--- src/rtl/csvfp_pkg.sv ---
package csvfp_pkg;

  localparam logic [7:0] QUOTE_BYTE = 8'h22;
  localparam logic [7:0] CR_BYTE    = 8'h0D;
  localparam logic [7:0] LF_BYTE    = 8'h0A;
  localparam logic [7:0] NUL_BYTE   = 8'h00;

  localparam logic [7:0] DELIMITER_RESET = 8'd44;

  // line stop codes
  localparam logic [1:0] STOP_NONE = 2'd0;
  localparam logic [1:0] STOP_NUL  = 2'd1;
  localparam logic [1:0] STOP_DONE = 2'd2;

  localparam logic KIND_CHAR      = 1'b0;
  localparam logic KIND_FIELD_END = 1'b1;

  // result queue: room for two items' worth of results
  localparam int RESULT_DEPTH = 4;
  localparam int PTR_W        = $clog2(RESULT_DEPTH);
  localparam int COUNT_W      = $clog2(RESULT_DEPTH + 1);

  typedef struct packed {
    logic [7:0] char_out;
    logic       kind;
    logic       end_of_record;
    logic       last_of_item;
  } result_t;

endpackage

--- src/rtl/csvfp_byte_if.sv ---
interface csvfp_byte_if;
  logic       valid;
  logic       ready;
  logic [7:0] char_in;
  logic       end_of_line;

  modport source (output valid, output char_in, output end_of_line, input ready);
  modport sink (input valid, input char_in, input end_of_line, output ready);
endinterface

--- src/rtl/csvfp_result_if.sv ---
interface csvfp_result_if;
  logic       valid;
  logic       ready;
  logic [7:0] char_out;
  logic       kind;
  logic       end_of_record;
  logic       last_of_item;

  modport source (output valid, output char_out, output kind, output end_of_record,
                  output last_of_item, input ready);
  modport sink (input valid, input char_out, input kind, input end_of_record,
                input last_of_item, output ready);
endinterface

--- src/rtl/csv_field_parser_unit.sv ---
// Streaming CSV field splitter. One byte of a line is transferred in per clock on
// chars while chars.ready is high, with end_of_line on the last byte; each byte
// gives zero, one or two results on fields (field characters and field-end marks,
// end_of_record on the mark that closes the record, last_of_item on the final
// result of a byte). A byte is taken into an input register, parsed there by one
// pass of logic against the quote/stop state, and its results are written into a
// four-entry result queue; the byte waits while the queue lacks room. The queue
// keeps input at one byte per clock while the sink drains one result per clock
// and no byte gives two; a last byte of a line with a result of its own gives
// two and can fill the queue and stall input. A result reaches fields through the
// input register and the queue. The delimiter register (reset ',') is written
// through delimiter_we/delimiter_data; the user must write it only while the
// block is idle, which the block itself does not enforce.
module csv_field_parser_unit
  import csvfp_pkg::*;
(
  input  logic         clk,
  input  logic         rst,
  input  logic         delimiter_we,
  input  logic [7:0]   delimiter_data,
  csvfp_byte_if.sink   chars,
  csvfp_result_if.source fields
);

  logic [7:0] delimiter;

  // input register
  logic       in_valid;
  logic [7:0] in_char;
  logic       in_eol;

  // line state
  logic       in_quotes;
  logic       quote_pending;
  logic       field_started;
  logic [1:0] stop_mode;

  logic       in_quotes_next;
  logic       quote_pending_next;
  logic       field_started_next;
  logic [1:0] stop_mode_next;

  // result queue
  result_t             queue [RESULT_DEPTH];
  logic [PTR_W-1:0]    rd_ptr;
  logic [PTR_W-1:0]    wr_ptr;
  logic [COUNT_W-1:0]  count;

  result_t    res0;
  result_t    res1;
  logic [1:0] res_n;

  logic pop;
  logic fire;
  logic room;

  assign pop  = fields.valid && fields.ready;
  assign room = (count <= COUNT_W'(RESULT_DEPTH - 2)) ||
                ((count == COUNT_W'(RESULT_DEPTH - 1)) && pop);
  assign fire = in_valid && room;
  assign chars.ready = !in_valid || fire;

  // delimiter register
  always_ff @(posedge clk) begin
    if (rst) begin
      delimiter <= DELIMITER_RESET;
    end else if (delimiter_we) begin
      delimiter <= delimiter_data;
    end
  end

  // hold the byte until the queue has room for its results
  always_ff @(posedge clk) begin
    if (rst) begin
      in_valid <= 1'b0;
    end else if (chars.ready) begin
      in_valid <= chars.valid;
    end
    if (chars.valid && chars.ready) begin
      in_char <= chars.char_in;
      in_eol  <= chars.end_of_line;
    end
  end

  // parse one byte
  always_comb begin
    logic handled;
    logic record_done;
    result_t r;

    handled            = 1'b0;
    record_done        = (stop_mode >= STOP_DONE);
    in_quotes_next     = in_quotes;
    quote_pending_next = quote_pending;
    field_started_next = field_started;
    stop_mode_next     = stop_mode;
    res0  = '0;
    res1  = '0;
    res_n = 2'd0;
    r     = '0;

    if (stop_mode == STOP_NONE) begin
      // resolve a quote seen on the previous byte
      if (quote_pending) begin
        quote_pending_next = 1'b0;
        if (in_char == QUOTE_BYTE) begin
          res0 = '{char_out: QUOTE_BYTE, kind: KIND_CHAR, end_of_record: 1'b0,
                   last_of_item: 1'b0};
          res_n = 2'd1;
          field_started_next = 1'b1;
          handled = 1'b1;
        end else begin
          in_quotes_next = 1'b0;
        end
      end
      if (!handled) begin
        if (in_char == NUL_BYTE) begin
          stop_mode_next = STOP_NUL;
        end else if (!in_quotes_next && !field_started_next && in_char == QUOTE_BYTE) begin
          in_quotes_next = 1'b1;
        end else if (in_quotes_next && in_char == QUOTE_BYTE) begin
          if (in_eol) begin
            in_quotes_next = 1'b0;
          end else begin
            quote_pending_next = 1'b1;
          end
        end else if (!in_quotes_next && in_char == delimiter) begin
          res0 = '{char_out: 8'd0, kind: KIND_FIELD_END, end_of_record: 1'b0,
                   last_of_item: 1'b0};
          res_n = 2'd1;
          field_started_next = 1'b0;
        end else if (!in_quotes_next && (in_char == CR_BYTE || in_char == LF_BYTE)) begin
          res0 = '{char_out: 8'd0, kind: KIND_FIELD_END, end_of_record: 1'b1,
                   last_of_item: 1'b0};
          res_n = 2'd1;
          stop_mode_next = STOP_DONE;
          record_done = 1'b1;
        end else begin
          res0 = '{char_out: in_char, kind: KIND_CHAR, end_of_record: 1'b0,
                   last_of_item: 1'b0};
          res_n = 2'd1;
          field_started_next = 1'b1;
        end
      end
    end

    // close the record at end of line and clear the line state
    if (in_eol) begin
      if (!record_done) begin
        r = '{char_out: 8'd0, kind: KIND_FIELD_END, end_of_record: 1'b1,
              last_of_item: 1'b0};
        if (res_n == 2'd0) begin
          res0 = r;
        end else begin
          res1 = r;
        end
        res_n = res_n + 2'd1;
      end
      in_quotes_next     = 1'b0;
      quote_pending_next = 1'b0;
      field_started_next = 1'b0;
      stop_mode_next     = STOP_NONE;
    end

    // mark the final result of this byte
    if (res_n == 2'd2) begin
      res1.last_of_item = 1'b1;
    end else if (res_n == 2'd1) begin
      res0.last_of_item = 1'b1;
    end
  end

  // advance line state
  always_ff @(posedge clk) begin
    if (rst) begin
      in_quotes     <= 1'b0;
      quote_pending <= 1'b0;
      field_started <= 1'b0;
      stop_mode     <= STOP_NONE;
    end else if (fire) begin
      in_quotes     <= in_quotes_next;
      quote_pending <= quote_pending_next;
      field_started <= field_started_next;
      stop_mode     <= stop_mode_next;
    end
  end

  // write results into the queue
  always_ff @(posedge clk) begin
    if (fire && res_n != 2'd0) begin
      queue[wr_ptr] <= res0;
    end
    if (fire && res_n == 2'd2) begin
      queue[wr_ptr + PTR_W'(1)] <= res1;
    end
  end

  // queue pointers and fill count
  always_ff @(posedge clk) begin
    if (rst) begin
      rd_ptr <= '0;
      wr_ptr <= '0;
      count  <= '0;
    end else begin
      if (fire) begin
        wr_ptr <= wr_ptr + PTR_W'(res_n);
      end
      if (pop) begin
        rd_ptr <= rd_ptr + PTR_W'(1);
      end
      count <= count + (fire ? COUNT_W'(res_n) : COUNT_W'(0)) - (pop ? COUNT_W'(1) : COUNT_W'(0));
    end
  end

  assign fields.valid         = (count != '0);
  assign fields.char_out      = queue[rd_ptr].char_out;
  assign fields.kind          = queue[rd_ptr].kind;
  assign fields.end_of_record = queue[rd_ptr].end_of_record;
  assign fields.last_of_item  = queue[rd_ptr].last_of_item;

`ifndef SYNTHESIS
  a_count_bound: assert property (@(posedge clk) disable iff (rst)
    count <= COUNT_W'(RESULT_DEPTH))
    else $error("result queue overfilled");

  a_eol_clears: assert property (@(posedge clk) disable iff (rst)
    fire && in_eol |=> !in_quotes && !quote_pending && !field_started &&
                       stop_mode == STOP_NONE)
    else $error("line state not cleared at end of line");

  a_pending_in_quotes: assert property (@(posedge clk) disable iff (rst)
    quote_pending |-> in_quotes && stop_mode == STOP_NONE)
    else $error("pending quote outside a quoted section");

  a_stop_code: assert property (@(posedge clk) disable iff (rst)
    stop_mode <= STOP_DONE)
    else $error("unused stop code reached");
`endif

endmodule
--- src/flat_wrapper.sv ---
// flat-port wrapper written by rule: the top's interface ports become plain ports
module csv_field_parser_unit_flat import csvfp_pkg::*;
  (clk, rst, delimiter_we, delimiter_data, chars_valid, chars_char_in, chars_end_of_line, chars_ready, fields_valid, fields_char_out, fields_kind, fields_end_of_record, fields_last_of_item, fields_ready);
  csvfp_byte_if chars_i ();
  csvfp_result_if fields_i ();
  input  logic clk;
  input  logic rst;
  input  logic delimiter_we;
  input  logic [7:0] delimiter_data;
  input wire logic [$bits(chars_i.valid)-1:0] chars_valid;
  input wire logic [$bits(chars_i.char_in)-1:0] chars_char_in;
  input wire logic [$bits(chars_i.end_of_line)-1:0] chars_end_of_line;
  output wire logic [$bits(chars_i.ready)-1:0] chars_ready;
  output wire logic [$bits(fields_i.valid)-1:0] fields_valid;
  output wire logic [$bits(fields_i.char_out)-1:0] fields_char_out;
  output wire logic [$bits(fields_i.kind)-1:0] fields_kind;
  output wire logic [$bits(fields_i.end_of_record)-1:0] fields_end_of_record;
  output wire logic [$bits(fields_i.last_of_item)-1:0] fields_last_of_item;
  input wire logic [$bits(fields_i.ready)-1:0] fields_ready;
  assign chars_i.valid = chars_valid;
  assign chars_i.char_in = chars_char_in;
  assign chars_i.end_of_line = chars_end_of_line;
  assign chars_ready = chars_i.ready;
  assign fields_valid = fields_i.valid;
  assign fields_char_out = fields_i.char_out;
  assign fields_kind = fields_i.kind;
  assign fields_end_of_record = fields_i.end_of_record;
  assign fields_last_of_item = fields_i.last_of_item;
  assign fields_i.ready = fields_ready;
  csv_field_parser_unit u_core (.clk(clk), .rst(rst), .delimiter_we(delimiter_we), .delimiter_data(delimiter_data), .chars(chars_i), .fields(fields_i));
endmodule
--- config.mk ---
export PLATFORM = sky130hd
export DESIGN_NAME = csv_field_parser_unit_flat
export DESIGN_NICKNAME = d
export VERILOG_FILES = /design/src/rtl/csvfp_pkg.sv /design/src/rtl/csvfp_byte_if.sv /design/src/rtl/csvfp_result_if.sv /design/src/rtl/csv_field_parser_unit.sv /design/src/flat_wrapper.sv
export SDC_FILE = /design/constraint.sdc
export NUM_CORES = 1
export LEC_CHECK = 0
export BUFFER_PORTS_ARGS = -buffer_cell sky130_fd_sc_hd__buf_2
export CORE_UTILIZATION = 45
export CTS_CLUSTER_DIAMETER = 50
export DETAILED_ROUTE_END_ITERATION = 10
export GPL_TIMING_DRIVEN = 0
export PLACE_DENSITY_LB_ADDON = 0.3
export SYNTH_ARGS = -nofsm -noshare
export SYNTH_HDL_FRONTEND = slang
export SYNTH_SLANG_ARGS = --single-unit
--- constraint.sdc ---
create_clock -name clk -period 3.3 [get_ports clk]
set_clock_uncertainty 0.05 [all_clocks]
set_input_delay 0.66 -clock clk [delete_from_list [all_inputs] [get_ports clk]]
set_output_delay 0.66 -clock clk [all_outputs]
set_load 0.05 [all_outputs]
; ---- Word-level counts from Yosys, hierarchy flattened
; Memory sizes are Yosys's and may differ from the RTL's. A register that Yosys moved wholly into a read port is not among the register bits.
; Cells that the tools add are included.
; W data, S select, Z words.
[totals]
in_bits = 22
reg_bits = 30
mem_count = 1
ramBits = 44
output_inout_bits = 13
wordCells = 135
[memory_table]
columns = memory, depth, width, read_ports, rd_ports_with_merged_regs, wr, line
row1 = u_core.queue, 4, 11, 1, 1, 2, csv_field_parser_unit.sv:44  ; result_t queue [RESULT_DEPTH];
[classes]
magnitude_cmp = 2
n_eq_ne = 11
muxes = 78
add_sub_neg = 6
reduce_logical = 26
[op_table]
columns = op, n
row1 = $mux W11, 13
row2 = $mux W1, 44
row3 = $mux W2, 19
row4 = $eq A8 B4 Y1 const B, 2
row5 = $logic_and A1 B1 Y1, 11
row6 = $mux W9, 1
row7 = $ne A3 B1 Y1 const B, 3
row8 = $eq A8 B6 Y1 const B, 1
row9 = $eq A8 B8 Y1, 1
row10 = $logic_not A8 Y1, 1
row11 = $reduce_and A7 Y1, 1
row12 = $add A2 B1 Y2 const B, 3
row13 = $reduce_bool A3 Y1, 2
row14 = $logic_not A2 Y1, 2
row15 = $reduce_bool A2 Y1, 2
row16 = $add A3 B3 Y3, 1
row17 = $eq A3 B2 Y1 const B, 1
row18 = $le A3 B2 Y1 const B, 1
row19 = $logic_not A1 Y1, 3
row20 = $logic_or A1 B1 Y1, 3
row21 = $mux W3, 1
row22 = $sub A3 B3 Y3, 1
row23 = $add A2 B2 Y2, 1
row24 = $eq A2 B1 Y1 const B, 1
row25 = 4 further kinds, 4

; ---- Logic depth before layout (Yosys ltp)
; Gate-level depths: netlist of the first run.
[logic_depth]
depth_word = 19
mapped_depth = 14
mapped_depth_nobuf = 13

; ---- Worst setup path after synthesis of the first run
; Ideal clock, no wire load.
[synth_timing]
path_kind = flip-flop to flip-flop
startpoint = register u_core.in_char[0]
endpoint = memory u_core.queue[2][6] in the netlist's numbering
synth_period_minus_slack_ps = 3327
arrival_ps = 3160
setup_time_ps = 117
required_time_ps = 3133
stages_incl_launch_ff = 12
n_path_buf = 1
slack_ps = -27
path_cell_list = edfxtp_1 buf_6 or3b_1 a2111o_1 a21oi_1 a21oi_1 ha_1 or3b_2 and4_1 nand2_1 a211oi_1 a22o_1
[synth_rtl]
columns = item, line
row1 = from (decl), csv_field_parser_unit.sv:29  ; logic [7:0] in_char;
row2 = from (signal assigned), csv_field_parser_unit.sv:80  ; in_char <= chars.char_in;
row3 = to (decl), csv_field_parser_unit.sv:44

==> reports/metrics.cfg, run 1 <==
[status]
status=complete, but fails checks
violations=setup timing

[flow_run]
cap_violations=0

[layout]
mostFrequentLayoutCells=55 x dfxtp_1, 34 x buf_2, 28 x a22o_1
layout_commonest_cell=dfxtp_1
final_cells=503
antenna_cells=0
area_growth_pct=29.2
nets=424
fillers=624
drive_gt1_share_pct=38.4

[global_route]
antenna_found_initial=0
grt_pass1_vias=2765
grtUsageTotal_pct=20.7
grt_max_degree=14
grt_first_pass_wirelength_mm=13.6
grt_overflow=0

[pwr]
fin_total_pwr_mw=3.26
vdd_ir_drop_max_uv=362
power_density_nw_per_um2=694
p_leak_nw=1.76
swShare_pct=37.4
p_comb_share_pct=39.4
pwr-share-seq_pct=39.3
p_switching_mw=1.22
pwr-share-clk_pct=21.3
internal-power_mw=2.04

[cts]
cts_buffers=9
cts_max_path_buffers=2
root_buffer=clkbuf_8
h-tree-depth=3
clkTransAtPathRegs_ns=0.08
worstSkewPairLatency_ns=0.36
cts.sinks=76
cts_tree=yes

[sta]
final_max_slew_viol_count=0
period_share_pct=101
rsz0062_at_grt=true
worst_pin_slew_ns=1.01
clock.fmax_ghz=0.300
setup_slack_ns=-0.0324
finalHoldViolCount=0
setup_viol=4
finalCriticalPeriod_ns=3.33
relSlewSlack_pct=32.6

[synth]
syn_inst=317
synthTopCellsByArea=dfxtp_1 30%, edfxtp_1 17%, mux4_2 6.8%
ys_async_sr_fraction_pct=0
avgSynthCellArea_um2=11.5
ys_types=59
netlist_area_um2=3640
yosysSeqAreaShare_pct=47.6
synth_warnings=0
synth_top_cell_by_area=dfxtp_1
ys_ff_latch=76
synth.top_cell.area_share_pct=30.3
synth_fp_nets=345
synth_edf_count=21
synth-main-ff-cell=dfxtp_1

[worst_setup_path]
cp_data_arrival_time_ns=3.37
criticalPathCategory=register to register
cp_max_fo=7
end_kind=register
required_ns=3.34
start_kind=register

[routing]
ant_nets=0
first_pass_iters=4
drt-initial-drc-count=161
wirelength_mm=8.73
wl_per_cell_um=17.4
drcViolationCount=0
vias=2910
via_per_inst=5.79

[floorplanning]
row_count=32
dieArea_um2=8440
die-width_um=91.9
ioPinCount=35
core-area_um2=7770
die_y_um=91.9
initial_core_util_pct=46.8

[hold_path]
hp-class=input pin to register

[place]
place_hpwl_mm=5.82
place_congestion=0.858
port_buffers=34
dp.cells=453

-- worst max-delay path, cell delays in order, from the launching register on --
cell	delay [ns]
edfxtp_1	0.47
or3_4	0.43
nor4_4	0.32
a21oi_2	0.24
ha_4	0.30
or3b_4	0.40
nand4_1	0.13
buf_6	0.17
o32ai_4	0.09
a31oi_2	0.24
buf_6	0.17
a21oi_1	0.05
-- state kept, by name, indices dropped and copies added, names as in the netlist, named ones only --
| signal | flops |
|---|---|
| u_core.in_eol | 1 |
| u_core.in_char | 8 |
| u_core.in_valid | 1 |
| u_core.in_quotes | 1 |
| u_core.field_started | 1 |
| u_core.rd_ptr | 2 |
| u_core.wr_ptr | 2 |
| u_core.stop_mode | 2 |
| u_core.delimiter | 8 |
| u_core.queue | 44 |
| u_core.count | 3 |
| u_core.quote_pending | 1 |
-- per-layer routing --
layer / GRT usage, % / up-vias / share of wire, %
li1: - / 1374 / -
met5: 0 / - / 0
met4: 6.77 / 0 / 1.6
met3: 4.48 / 17 / 4.9
met2: 34.5 / 86 / 49
met1: 26.7 / 1433 / 44
-- cell families after synthesis --
kind of cell	Yosys count	share of synthesized area (%)
adder cells (fa/ha/maj)	6	2.27
AO/OA/AOI/OAI	95	22.1
multiplexers	16	8.19
flip-flops	76	47.6
buffers and inverters	27	3.48
AND/OR/NAND/NOR	84	13.2
XOR/XNOR	13	3.13
-- per-stage QoR --
step                      utilization [%]  cell area, um2  TNS, ns  setup slack (ns)  hold slack (ns)
after floorplan                         -            3650        0           0.00430            0.393
after global placement               50.8            3950   -15.46            -0.414            0.405
after detailed placement             50.8            3950   -18.58            -0.485            0.411
after CTS                            56.9            4420    -5.76            -0.164            0.416
after global routing                 60.5            4700    -3.11            -0.104            0.412
final                                60.5            4700  -0.0485           -0.0324            0.419
-- layout make-up --
class / count / area [um2] / area share (%)
sequential: 76 / 1730 / 36.9
timing repair buffer: 70 / 485 / 10.3
inverter: 14 / 60.1 / 1.28
clock inverter: 7 / 63.8 / 1.36
multi-input combinational: 214 / 2030 / 43.1
buffer: 11 / 78.8 / 1.68
tap: 102 / 128 / 2.72
clock buffer: 9 / 124 / 2.64
-- final timing paths --
path,startpoint,endpoint,slack (ns),cells past startpoint
max reg2reg,u_core.in_char[6],u_core.queue[1][1],-0.03,11
min,chars_char_in[1],u_core.in_char[1],0.42,1
max,u_core.in_char[6],u_core.queue[1][1],-0.03,11
min reg2reg,u_core.queue[0][5],u_core.queue[0][5],0.44,1
-- power groups by stage --
stage	Combinational (mW)	Clock [mW]	Sequential (mW)
2_1_floorplan	0.915	0	1.25
3_3_place_gp	1.09	0	1.28
3_5_place_dp	1.12	0	1.29
4_1_cts	1.20	0.708	1.27
5_1_grt	1.37	0.747	1.30
6_report	1.28	0.696	1.28
-- synth_stat cells (6+ instances only) --
library cell	n
a21oi_1	15
a22o_1	28
a31oi_1	10
and2_1	6
dfxtp_1	55
edfxtp_1	21
inv_1	14
mux4_2	11
nand2_1	18
nor2_1	17
nor2b_1	7
o21ai_0	10
xor2_1	10
-- what timing repair did --
item,4_1_cts,5_1_grt
resized for setup,24,40
pin swaps,19,25
endpoints found under the setup margin,54,55
buffers inserted,27,11
hold buffers,0,0
Note: power is estimated with default switching activity, not from simulation.
==> run 2: changes to the inputs <==
--- a/config.mk
+++ b/config.mk
@@ -11,6 +11,7 @@
 export DETAILED_ROUTE_END_ITERATION = 10
 export GPL_TIMING_DRIVEN = 0
 export PLACE_DENSITY_LB_ADDON = 0.3
+export SETUP_SLACK_MARGIN = 0.15
 export SYNTH_ARGS = -nofsm -noshare
 export SYNTH_HDL_FRONTEND = slang
 export SYNTH_SLANG_ARGS = --single-unit
==> constraint.sdc (replaced) <==
create_clock -name clk -period 3.3 [get_ports clk]
set_clock_uncertainty 0.05 [all_clocks]
set_input_delay 0.825 -clock clk [delete_from_list [all_inputs] [get_ports clk]]
set_output_delay 0.825 -clock clk [all_outputs]
set_load 0.05 [all_outputs]
==> run 2 against run 1 <==
  * The run still ends with setup timing left
  * Critical path depth grew 1
  * Global-route usage increased by 0.13 points
  * Power rose by 3.4%
  * Via count up 1.2%
  * Non-clock buffer count grew 6
  * Combinational power about the same
  * Fmax is 0.14% lower
  * Utilization up 1.6 points
  * Design area grew 2.6%
  * Die area is the same
  * Wire length shrank 0.33%
  * Critical endpoint unchanged
==> reports/metrics.cfg, run 2 (synthesis results as in run 1) <==
[layout]
antenna_cells=0  ; unchanged
multi_input_area_um2=2040  ; +0.62%
drive_gt1_share_pct=39.6  ; +1.2 points
reg.largest.list=u_core.queue (44), u_core.delimiter (8), u_core.in_char (8)
fillers=602  ; -3.5%
ff_latch_area_um2=1730  ; unchanged
area_growth_pct=32.6
layout_commonest_cell=dfxtp_1
mostFrequentLayoutCells=55 x dfxtp_1, 34 x buf_2, 30 x buf_4
nets=430  ; +1.4%
largest_register=u_core.queue
final_cells=509  ; +1.2%
utilization_pct=62.1  ; +1.6 points
largest_reg_flops=44  ; unchanged

[sta]
setup_viol=11  ; +7
worst_pin_slew_ns=0.960  ; -0.0508 ns
rsz0062_at_grt=true
period_share_pct=101  ; +0.14 points
tns_ns=-0.203  ; -0.154 ns
clock.fmax_ghz=0.300  ; -0.14%
relSlewSlack_pct=36.0  ; +3.4 points
finalCriticalPeriod_ns=3.34  ; +0.00473 ns
setup_slack_ns=-0.0371  ; -0.00473 ns
finalHoldViolCount=0  ; unchanged
final_max_slew_viol_count=0  ; unchanged

[global_route]
grt_max_degree=15  ; +1
grtUsageTotal_pct=20.8  ; +0.13 points
grt_pass1_vias=2744  ; -0.76%
grt_first_pass_wirelength_mm=13.5  ; -0.35%
antenna_found_initial=0  ; unchanged
grt_overflow=0  ; unchanged

[routing]
drcViolationCount=0  ; unchanged
met3_length_um=559  ; +31%
ant_nets=0  ; unchanged
via_per_inst=5.79  ; about the same
first_pass_iters=5  ; +1
wirelength_mm=8.70  ; -0.33%
wl_per_cell_um=17.1  ; -1.5%
routed-wl-met2_mm=4.28  ; -0.30%
drt-initial-drc-count=124  ; -23%
wl_met1_mm=3.69  ; -4.7%
routed.top_layer=met4
vias=2946  ; +1.2%

[place]
place_congestion=0.886  ; +3.3%
dp.cells=453  ; unchanged
port_buffers=34  ; unchanged
place_hpwl_mm=5.72  ; -1.6%

[cts]
h-tree-depth=3  ; unchanged
clkTransAtPathRegs_ns=0.08  ; about the same
ctsHoldBuffers=0  ; unchanged
cts_buffers=9  ; unchanged
cts_max_path_buffers=2  ; unchanged
cts_tree=yes
root_buffer=clkbuf_8
worstSkewPairLatency_ns=0.35  ; about the same
cts.sinks=76  ; unchanged

[floorplanning]
die-width_um=91.9  ; unchanged
row_count=32  ; unchanged
dieArea_um2=8440  ; unchanged
die_y_um=91.9  ; unchanged
core-area_um2=7770  ; unchanged
initial_core_util_pct=46.8  ; unchanged
ioPinCount=35  ; unchanged

[pwr]
power_density_nw_per_um2=699  ; +0.76%
p_leak_nw=1.83  ; +3.5%
vdd_ir_drop_max_uv=407  ; +12%

[status]
status=complete, but fails checks
violations=setup timing

[worst_setup_path]
criticalPathCategory=register to register
required_ns=3.34  ; about the same
end_kind=register
cp_max_fo=6  ; -1
start_kind=register
cp_data_arrival_time_ns=3.38  ; about the same

[hold_path]
hp-class=register to register

[flow_run]
cap_violations=0  ; unchanged

==> run 2: changes by cell type in the layout (fill, tap and decap cells not counted), moves of 3 or more <==
cell      delta
a31oi_2      -3
buf_12       +3
buf_4        +5
clkinv_2     -3
inv_4        -3
inv_6        +3
==> run 2: per-stage QoR <==
stage / hold slack, ns / instance area (um2) / worst slack, ns / power (mW)
after floorplan: 0.393 / 3660 / 0.114 / 2.17
after global placement: 0.406 / 3960 / -0.246 / 2.38
after detailed placement: 0.412 / 3960 / -0.263 / 2.41
after CTS: 0.433 / 4580 / -0.0117 / 3.33
after global routing: 0.450 / 4820 / -0.115 / 3.54
final: 0.434 / 4820 / -0.0371 / 3.37
==> run 2: layout make-up <==
cell class              instances  area share (%)
plain buffers                  13            2.05
clock buffers                  11            3.37
clock inverters                 5            1.30
inverters                      14            1.19
multi-input cells             214            42.3
flip-flops and latches         76            35.9
well taps                     102            2.65
repair buffers                 74            11.2
==> run 2: critical path, cell delays in order, from the launching register on <==
cell      delay [ns]
edfxtp_1        0.47
or4_4           0.57
o21ai_4         0.18
a21oi_4         0.13
a21oi_2         0.22
ha_4            0.23
or3b_4          0.37
nand4_1         0.11
buf_6           0.15
o32ai_4         0.11
a31oi_4         0.25
buf_6           0.19
a21oi_1         0.05
==> run 2: final timing paths <==
kind                                         start                 end  slack (ns)  cells past startpoint
worst max-delay path             u_core.in_char[4]  u_core.queue[1][1]       -0.04                     12
worst min-delay path            u_core.queue[3][4]  u_core.queue[3][4]        0.43                      1
worst max register to register   u_core.in_char[4]  u_core.queue[1][1]       -0.04                     12
worst min register to register  u_core.queue[3][4]  u_core.queue[3][4]        0.43                      1
==> run 2: repair_timing <==
| item | 4_1_cts | 5_1_grt |
|---|---|---|
| buffers inserted | 28 | 12 |
| resized for setup | 27 | 26 |
| setup endpoints to repair | 54 | 64 |
| cloned | 0 | 0 |
| hold endpoints to repair | 0 | 0 |
| pin swaps | 29 | 15 |
==> run 2: power breakdown <==
part | total (mW) | switching, mW | internal, mW
Clock | 0.788 | 0.363 | 0.425
Combinational | 1.31 | 0.747 | 0.563
Sequential | 1.27 | 0.116 | 1.16
Total | 3.37 | 1.23 | 2.14
==> run 2: routing by layer <==
| metal | global-route usage (%) | vias to the layer above |
|---|---|---|
| li1 | - | 1391 |
| met5 | 0 | - |
| met2 | 34.5 | 105 |
| met4 | 7.29 | 0 |
| met1 | 27.0 | 1433 |
| met3 | 4.23 | 17 |
==> run 3: changes to the inputs <==
--- a/config.mk
+++ b/config.mk
@@ -6,6 +6,7 @@
 export NUM_CORES = 1
 export LEC_CHECK = 0
 export BUFFER_PORTS_ARGS = -buffer_cell sky130_fd_sc_hd__buf_2
+export CORE_ASPECT_RATIO = 1.2
 export CORE_UTILIZATION = 45
 export CTS_CLUSTER_DIAMETER = 50
 export DETAILED_ROUTE_END_ITERATION = 10
==> run 3 against run 2 <==
  * The run ends with DRC, setup timing left
  * Worst setup slack got worse by 0.088 ns
  * Clock power barely moved
  * First-iteration DRC count rose by 19%
  * Sequential share of layout area is 2.4 points higher
  * Flip-flop and latch count unchanged
  * Fmax is 2.6% lower
  * Combinational power shrank 6%
  * Cell count shrank 5.5%
==> reports/metrics.cfg, run 3 (synthesis results as in run 1) <==
[worst_setup_path]
crit_path_end=u_core.queue[2][7]
start_kind=register
reg2reg_from=u_core.in_char[0]
worstRegToRegCells=13  ; +1
r2r-end=u_core.queue[2][7]
reg2reg_slack_ns=-0.12  ; -0.09 ns
required_ns=3.50  ; +0.16 ns
cp_data_arrival_time_ns=3.63  ; +0.25 ns
crit_start=u_core.in_char[0]
criticalPathCategory=register to register
cp_max_fo=6  ; unchanged
end_kind=register

[floorplanning]
die-width_um=84.1  ; -8.5%
dieArea_um2=8440  ; about the same
ioPinCount=35  ; unchanged
row_count=35  ; +9.4%
die_y_um=100  ; +9.3%
initial_core_util_pct=46.9  ; +0.098 points
core-area_um2=7750  ; -0.21%

[status]
violations=DRC, setup timing
status=complete, but fails checks

[sta]
finalHoldViolCount=0  ; unchanged
setup_viol=43  ; +32
finalCriticalPeriod_ns=3.42  ; +0.0876 ns
rsz0062_at_grt=true
period_share_pct=104  ; +2.7 points
relSlewSlack_pct=32.6  ; -3.4 points
clock.fmax_ghz=0.292  ; -2.6%
whs_ns=0.432  ; -0.00208 ns
worst_pin_slew_ns=1.01  ; +0.0508 ns
final_max_slew_viol_count=0  ; unchanged
setup_slack_ns=-0.125  ; -0.0876 ns

[pwr]
power_density_nw_per_um2=726  ; +3.8%
vdd_ir_drop_max_uv=494  ; +21%
p_leak_nw=1.71  ; -6.5%
fin_total_pwr_mw=3.28  ; -2.6%

[routing]
vias=2786  ; -5.4%
ant_nets=0  ; unchanged
drt-initial-drc-count=148  ; +19%
via_per_inst=5.79  ; about the same
wl_per_cell_um=16.9  ; -0.84%
first_pass_iters=9  ; +4
wirelength_mm=8.15  ; -6.3%
drcViolationCount=3  ; +3

[cts]
ctsHoldBuffers=0  ; unchanged
clkTransAtPathRegs_ns=0.09  ; about the same
cts_buffers=9  ; unchanged
root_buffer=clkbuf_8
h-tree-depth=3  ; unchanged
cts.sinks=76  ; unchanged
worstSkewPairLatency_ns=0.35  ; about the same
cts_max_path_buffers=2  ; unchanged
cts_tree=yes

[layout]
mostFrequentLayoutCells=55 x dfxtp_1, 34 x buf_2, 28 x a22o_1
utilization_pct=58.4  ; -3.7 points
layout_commonest_cell=dfxtp_1
final_cells=481  ; -5.5%
largest_register=u_core.queue
largest_reg_flops=44  ; unchanged
area_growth_pct=24.4
drive_gt1_share_pct=35.5  ; -4.1 points
nets=412  ; -4.2%
reg.largest.list=u_core.queue (44), u_core.delimiter (8), u_core.in_char (8)
antenna_cells=0  ; unchanged

[place]
dp.cells=443  ; -2.2%
port_buffers=34  ; unchanged
place_hpwl_mm=5.73  ; +0.18%
place_congestion=0.818  ; -7.7%

[global_route]
grt_overflow=0  ; unchanged
antenna_found_initial=0  ; unchanged
grt_max_degree=15  ; unchanged
grt_pass1_vias=2706  ; -1.4%
grt_first_pass_wirelength_mm=13.0  ; -4.1%
grtUsageTotal_pct=20.0  ; -0.80 points

[hold_path]
hp-class=register to register

[flow_run]
cap_violations=0  ; unchanged

==> run 3: cell types whose count changed in the layout (fill, tap and decap cells not counted), sizes merged <==
cell,change
clkinv,+1
buf,-18
inv,-1
==> run 3: final cells by class <==
class / count / area (um2)
tap: 92 / 115
clock buffer: 11 / 163
buffer: 13 / 95.1
timing repair buffer: 56 / 384
inverter: 14 / 60.1
fill: 661 / 3230
sequential: 76 / 1730
multi-input combinational: 214 / 1910
clock inverter: 5 / 62.6
==> run 3: where the power goes <==
group	total [mW]	internal, mW	switching (mW)
clock network	0.785	0.423	0.362
registers	1.27	1.16	0.114
logic	1.23	0.511	0.716
total	3.28	2.09	1.19
==> run 3: worst max-delay path, stage by stage (launching register included) <==
cell	delay [ns]
edfxtp_1	0.38
buf_6	0.14
or3b_1	0.37
a2111o_1	0.39
a21oi_2	0.20
a21oi_2	0.10
ha_4	0.29
or3b_4	0.11
nand4_1	0.26
o32ai_1	0.35
a31oi_1	0.10
buf_4	0.21
buf_12	0.13
a22o_2	0.24
==> run 3: worst min-delay path by stage <==
stage | from | end | slack [ns] | depth (start not counted)
floorplan | u_core.queue[2][3] | u_core.queue[2][3] | 0.39 | 1
global placement | u_core.queue[1][4] | u_core.queue[1][4] | 0.41 | 1
detailed placement | u_core.queue[1][10] | u_core.queue[1][10] | 0.41 | 1
CTS | u_core.queue[1][4] | u_core.queue[1][4] | 0.43 | 1
global route | u_core.queue[1][4] | u_core.queue[1][4] | 0.44 | 1
finish | u_core.queue[1][8] | u_core.queue[1][8] | 0.43 | 1
==> run 3: routing by layer <==
layer / wire (um) / vias to the layer above / global-route usage [%]
met5: 0 / - / 0
met4: 127 / 0 / 9.42
met3: 251 / 13 / 3.19
met2: 4180 / 59 / 35.2
met1: 3600 / 1349 / 24.2
li1: - / 1365 / -
==> run 3: timing repair <==
action,in CTS,in global routing
endpoints found under the hold margin,0,0
pin swaps,18,20
gates cloned,1,0
gates resized for setup,12,25
endpoints found under the setup margin,54,67
setup buffers,17,4
==> run 3: stage by stage <==
step	cell area, um2	setup TNS [ns]	setup slack [ns]
after floorplan	3660	0	0.114
after global placement	3950	-8.33	-0.273
after detailed placement	3950	-9.59	-0.294
after CTS	4390	-1.83	-0.0748
after global routing	4520	-7.27	-0.228
final	4520	-2.28	-0.125
